**src/rtl/rhc_pkg.sv**
```systemverilog
// ----------------------------------------------------------------------------
// rhc_pkg - RGB to HSV converter shared types
// Transaction payloads, divider chain data and hue constants.
// ----------------------------------------------------------------------------
package rhc_pkg;

	localparam int unsigned QUO_W  = 12;
	localparam int unsigned REM_W  = 20;
	localparam int unsigned DVS_W  = 19;
	localparam int unsigned CELLS  = QUO_W;

	localparam logic [14:0] HUE_OFS_GREEN = 15'd7680;
	localparam logic [14:0] HUE_OFS_BLUE  = 15'd15360;
	localparam logic [15:0] HUE_FULL      = 16'd23040;

	typedef struct packed {
		logic [7:0] red;
		logic [7:0] green;
		logic [7:0] blue;
	} rgb_t;

	typedef struct packed {
		logic [14:0] hue;
		logic [7:0]  saturation;
		logic [7:0]  brightness;
	} hsv_t;

	typedef enum logic [1:0] {
		DOM_RED   = 2'd0,
		DOM_GREEN = 2'd1,
		DOM_BLUE  = 2'd2
	} dom_t;

	typedef struct packed {
		logic [REM_W-1:0] rem;
		logic [DVS_W-1:0] dvs;
		logic [QUO_W-1:0] quo;
	} div_t;

	typedef struct packed {
		logic       neg;
		dom_t       dom;
		logic       hue_zero;
		logic       sat_zero;
		logic [7:0] bright;
	} side_t;

	typedef struct packed {
		div_t  h;
		div_t  s;
		side_t sb;
	} chain_t;

	// one restoring step: compare against the aligned divisor, then realign
	function automatic div_t div_step(div_t x);
		div_t             y;
		logic [REM_W-1:0] dvs_ext;
		logic             take;
		dvs_ext = {1'b0, x.dvs};
		take    = x.rem >= dvs_ext;
		y.rem   = take ? (x.rem - dvs_ext) : x.rem;
		y.dvs   = x.dvs >> 1;
		y.quo   = {x.quo[QUO_W-2:0], take};
		return y;
	endfunction

endpackage

```
**src/rtl/rhc_prep.sv**
```systemverilog
// ----------------------------------------------------------------------------
// rhc_prep - front stage
// Max, min, dominant channel and scaled numerators for both dividers.
// ----------------------------------------------------------------------------
module rhc_prep import rhc_pkg::*; (
	input  logic   clk,
	input  logic   arst_n,
	input  logic   vld,
	input  rgb_t   pixel,
	output logic   vld_s0,
	output chain_t dat_s0
);

	logic [7:0] hi, lo, delta, mag;
	logic [8:0] d;
	dom_t       dom;
	chain_t     nxt;

	always_comb begin
		hi = pixel.red;
		lo = pixel.red;
		if (pixel.green > hi) hi = pixel.green;
		if (pixel.blue > hi) hi = pixel.blue;
		if (pixel.green < lo) lo = pixel.green;
		if (pixel.blue < lo) lo = pixel.blue;
		delta = hi - lo;

		if (hi == pixel.red) begin
			dom = DOM_RED;
			d   = {1'b0, pixel.green} - {1'b0, pixel.blue};
		end else if (hi == pixel.green) begin
			dom = DOM_GREEN;
			d   = {1'b0, pixel.blue} - {1'b0, pixel.red};
		end else begin
			dom = DOM_BLUE;
			d   = {1'b0, pixel.red} - {1'b0, pixel.green};
		end
		mag = d[8] ? 8'(-d) : d[7:0];

		// 3840 = 4096 - 256, 255 = 256 - 1
		nxt.h.rem = {mag, 12'd0} - {4'd0, mag, 8'd0};
		nxt.h.dvs = {delta, 11'd0};
		nxt.h.quo = '0;
		nxt.s.rem = {4'd0, delta, 8'd0} - {12'd0, delta};
		nxt.s.dvs = {hi, 11'd0};
		nxt.s.quo = '0;
		nxt.sb.neg      = d[8];
		nxt.sb.dom      = dom;
		nxt.sb.hue_zero = (delta == 8'd0);
		nxt.sb.sat_zero = (hi == 8'd0);
		nxt.sb.bright   = hi;
	end

	always_ff @(posedge clk or negedge arst_n) begin
		if (!arst_n) begin
			vld_s0 <= 1'b0;
		end else begin
			vld_s0 <= vld;
		end
	end

	always_ff @(posedge clk) begin
		dat_s0 <= nxt;
	end

endmodule

```
**src/rtl/rhc_cell.sv**
```systemverilog
// ----------------------------------------------------------------------------
// rhc_cell - divider chain cell
// One quotient bit for hue and for saturation, registered to the next cell.
// ----------------------------------------------------------------------------
module rhc_cell import rhc_pkg::*; (
	input  logic   clk,
	input  logic   arst_n,
	input  logic   vld_i,
	input  chain_t dat_i,
	output logic   vld_q,
	output chain_t dat_q
);

	always_ff @(posedge clk or negedge arst_n) begin
		if (!arst_n) begin
			vld_q <= 1'b0;
		end else begin
			vld_q <= vld_i;
		end
	end

	always_ff @(posedge clk) begin
		dat_q.h  <= div_step(dat_i.h);
		dat_q.s  <= div_step(dat_i.s);
		dat_q.sb <= dat_i.sb;
	end

endmodule

```
**src/rtl/rgb_to_hsv_converter.sv**
```systemverilog
// ----------------------------------------------------------------------------
// rgb_to_hsv_converter - RGB to HSV pixel converter
// Front stage, twelve-cell divider chain and hue/saturation finish.
// ----------------------------------------------------------------------------
// Takes one pixel per clock: busy is always low, so every cycle with start
// high is a transaction. Each result appears on result with done high for
// exactly one cycle, after the front stage register, twelve divider cells
// each settling one quotient bit of both hue and saturation, and the output
// register. Results come in pixel order and cannot be held off.
module rgb_to_hsv_converter import rhc_pkg::*; (
	input  logic clk,
	input  logic arst_n,
	input  logic start,
	output logic busy,
	input  rgb_t pixel,
	output logic done,
	output hsv_t result
);

	localparam int unsigned LATENCY = CELLS + 2;

	logic   vld [CELLS+1];
	chain_t dat [CELLS+1];

	logic [14:0] ofs;
	logic [15:0] hsum, hfix;
	hsv_t        res_nxt;

	assign busy = 1'b0;

	rhc_prep u_prep (
		.clk    (clk),
		.arst_n (arst_n),
		.vld    (start),
		.pixel  (pixel),
		.vld_s0 (vld[0]),
		.dat_s0 (dat[0])
	);

	for (genvar i = 0; i < CELLS; i++) begin : g_cell
		rhc_cell u_cell (
			.clk    (clk),
			.arst_n (arst_n),
			.vld_i  (vld[i]),
			.dat_i  (dat[i]),
			.vld_q  (vld[i+1]),
			.dat_q  (dat[i+1])
		);
	end

	always_comb begin
		case (dat[CELLS].sb.dom)
			DOM_GREEN: ofs = HUE_OFS_GREEN;
			DOM_BLUE:  ofs = HUE_OFS_BLUE;
			default:   ofs = '0;
		endcase
		if (dat[CELLS].sb.neg) begin
			hsum = {1'b0, ofs} - {4'd0, dat[CELLS].h.quo};
		end else begin
			hsum = {1'b0, ofs} + {4'd0, dat[CELLS].h.quo};
		end
		hfix = hsum[15] ? (hsum + HUE_FULL) : hsum;

		res_nxt.hue        = dat[CELLS].sb.hue_zero ? '0 : hfix[14:0];
		res_nxt.saturation = dat[CELLS].sb.sat_zero ? '0 : dat[CELLS].s.quo[7:0];
		res_nxt.brightness = dat[CELLS].sb.bright;
	end

	always_ff @(posedge clk or negedge arst_n) begin
		if (!arst_n) begin
			done <= 1'b0;
		end else begin
			done <= vld[CELLS];
		end
	end

	always_ff @(posedge clk) begin
		result <= res_nxt;
	end

	a_latency: assert property (@(posedge clk) disable iff (!arst_n)
		start && !busy |-> ##(LATENCY) done)
		else $error("result strobe missing after fixed latency");

	a_hue_range: assert property (@(posedge clk) disable iff (!arst_n)
		done |-> result.hue < 15'd23040)
		else $error("hue out of range");

	a_black_sat: assert property (@(posedge clk) disable iff (!arst_n)
		done && result.brightness == 8'd0 |-> result.saturation == 8'd0 && result.hue == 15'd0)
		else $error("black pixel with nonzero saturation or hue");

endmodule

```
**config.mk**
```make
export PLATFORM = sky130hd
export DESIGN_NAME = rgb_to_hsv_converter
export DESIGN_NICKNAME = d
export VERILOG_FILES = /design/src/rtl/rhc_pkg.sv /design/src/rtl/rhc_prep.sv /design/src/rtl/rhc_cell.sv /design/src/rtl/rgb_to_hsv_converter.sv
export SDC_FILE = /design/constraint.sdc
export NUM_CORES = 1
export LEC_CHECK = 0
export BUFFER_PORTS_ARGS = -buffer_cell sky130_fd_sc_hd__buf_2
export CORE_MARGIN = 3
export CORE_UTILIZATION = 52
export DETAILED_ROUTE_END_ITERATION = 12
export PLACE_DENSITY = 0.69
export SYNTH_ARGS = -nofsm -noshare
export SYNTH_HDL_FRONTEND = slang
export SYNTH_HIERARCHICAL = 1
export SYNTH_SLANG_ARGS = --single-unit
```
**constraint.sdc**
```tcl
create_clock -name clk -period 3.9 [get_ports clk]
set_input_delay 0.39 -clock clk [delete_from_list [all_inputs] [get_ports clk]]
set_output_delay 0.39 -clock clk [all_outputs]
set_load 0.02 [all_outputs]
```
==> out/metrics.cfg <==
[sta]
setup_viol=30
period_share=1.23
skew_ns=0.0179
setup_ws_ns=-0.899
slew_headroom=0.303
report.final.slew_viol_count=0
max_freq_mhz=208
worst_slew_pin_slew_ns=1.04
timing.hold.ws_ns=0.0729
tns_ns=-18.17
fin_crit_ns=4.80
hold_violations=0
rsz0062_at_grt=yes

[yosys]
synth_warnings=6
syn_avg_cell_area_um2=8.97
syn_area_um2=59000
syn-instance-count=6577

[grt]
overflow=0
antenna_found_initial=0
grt_pass1_wl_um=215000
groute.usage.overall=0.218
grt_pass1_vias=44800
grt_start_max_net_pins=41

[clock_tree]
clockBufferDepth=3
htree_levels=4
clk_pin_slew_ns=0.06
clk_latency_ns=0.73
clock-root-buffer=clkbuf_16
cts_buffers=131
cts_tree=done
cts.sinks=1200

[worst_setup_path]
worstPathRequired_ns=4.55
cp-end-kind=register
crit_path_max_incr_delay_ns=0.56
worstPathMaxFanout=7
cp_slowest_cell=or4b_4
critPathKind=in2reg
r2r_start=u_prep/dat_s0[44]
startpoint=pixel[10]
cpMostUsedCell=ha_4
critPathLaunchType=primary input
cp.arrival_ns=5.45

[floorplanning]
die_h_um=343
dieArea_um2=118000
io_pins=60
fp.dieW_um=343
start_util=0.529
coreArea_um2=112000
rows=122

[route]
wl_per_cell_um=15.5
vias_per_cell=5.42
drt_pass1_iterations=9
vias=45800
drtIter0Drc=2592
remaining_drc_errors=0
routed_wl_um=131000
antenna_left=0

[final_layout]
final_nets=7425
area_delta_synth_final_pct=15.2
stdcell_count=8446
stdcell_area_um2=68000
final_common_cell=dfxtp_1
layout_common_cells=dfxtp_1 (1186), nand2_1 (657), inv_1 (603)
layout-drive-gt1-share=0.125
antenna_cells=0

[place]
dp_hpwl_um=100000
gp_congestion=0.927
placed_cells=8159
placed_area_um2=62000
portBuffers=58

[outcome]
status=finished with violations
violations=negative setup slack

[run]
drv_cap=0

[min_path]
hold_path.class=in2async

## final cells by class
class / instances / area, µm²
fill: 9465 / 43600
multi-input combinational: 4561 / 32400
sequential: 1200 / 24100
clock buffer: 183 / 3820
timing repair buffer: 326 / 2570
inverter: 631 / 2390
tap: 1488 / 1860
clock inverter: 57 / 826
## metrics by stage
stage | setup slack (ns) | util
floorplan | -1.64 | -
global placement | -1.90 | 0.556
detailed placement | -1.97 | 0.556
CTS | -0.798 | 0.604
global route | -1.12 | 0.609
finish | -0.899 | 0.609
## critical path, delay by kind of cell
family | cells | cell delay [ns]
simple gates | 8 | 1.79
compound gates | 7 | 1.52
fa+ha+maj | 4 | 0.88
buf+inv | 5 | 0.56
xor+xnor | 2 | 0.29
## registers in the layout, indices dropped and copies added, names as in the netlist
name / count
done: 1
result: 31
g_cell.u_cell/vld_q: 12
g_cell.u_cell/dat_q: 1106
u_prep/dat_s0: 49
u_prep/vld_s0: 1
## what timing repair did
action	4_1_cts	5_1_grt
hold buffers	2	0
endpoints found under the setup margin	30	33
resized for setup	108	88
gates cloned	2	0
pin swaps	38	66
endpoints found under the hold margin	15	0
buffers inserted	26	27
## path summary, 6_finish.rpt
check	slack (ns)	cells after the start	end
worst min register to register	0.31	0	g_cell[9].u_cell/dat_q[1]
worst max register to register	0.49	8	g_cell[0].u_cell/dat_q[111]
worst max-delay path	-0.90	26	u_prep/dat_s0[112]
max in group asynchronous	3.60	2	g_cell[4].u_cell/vld_q
worst min-delay path	0.07	2	g_cell[5].u_cell/vld_q
min in group clk	0.21	4	u_prep/dat_s0[0]
## metal layers
layer  GRT usage  part of all wire  wire, µm
met1       0.258              0.43     56400
met2       0.389              0.49     64000
met3      0.0305             0.038      4930
met4       0.102             0.046      5980
met5           0                 0         0
Power is left out: the tool's default activity adds up to more than one toggle a clock period on the data nets, which glitch-free logic cannot reach.
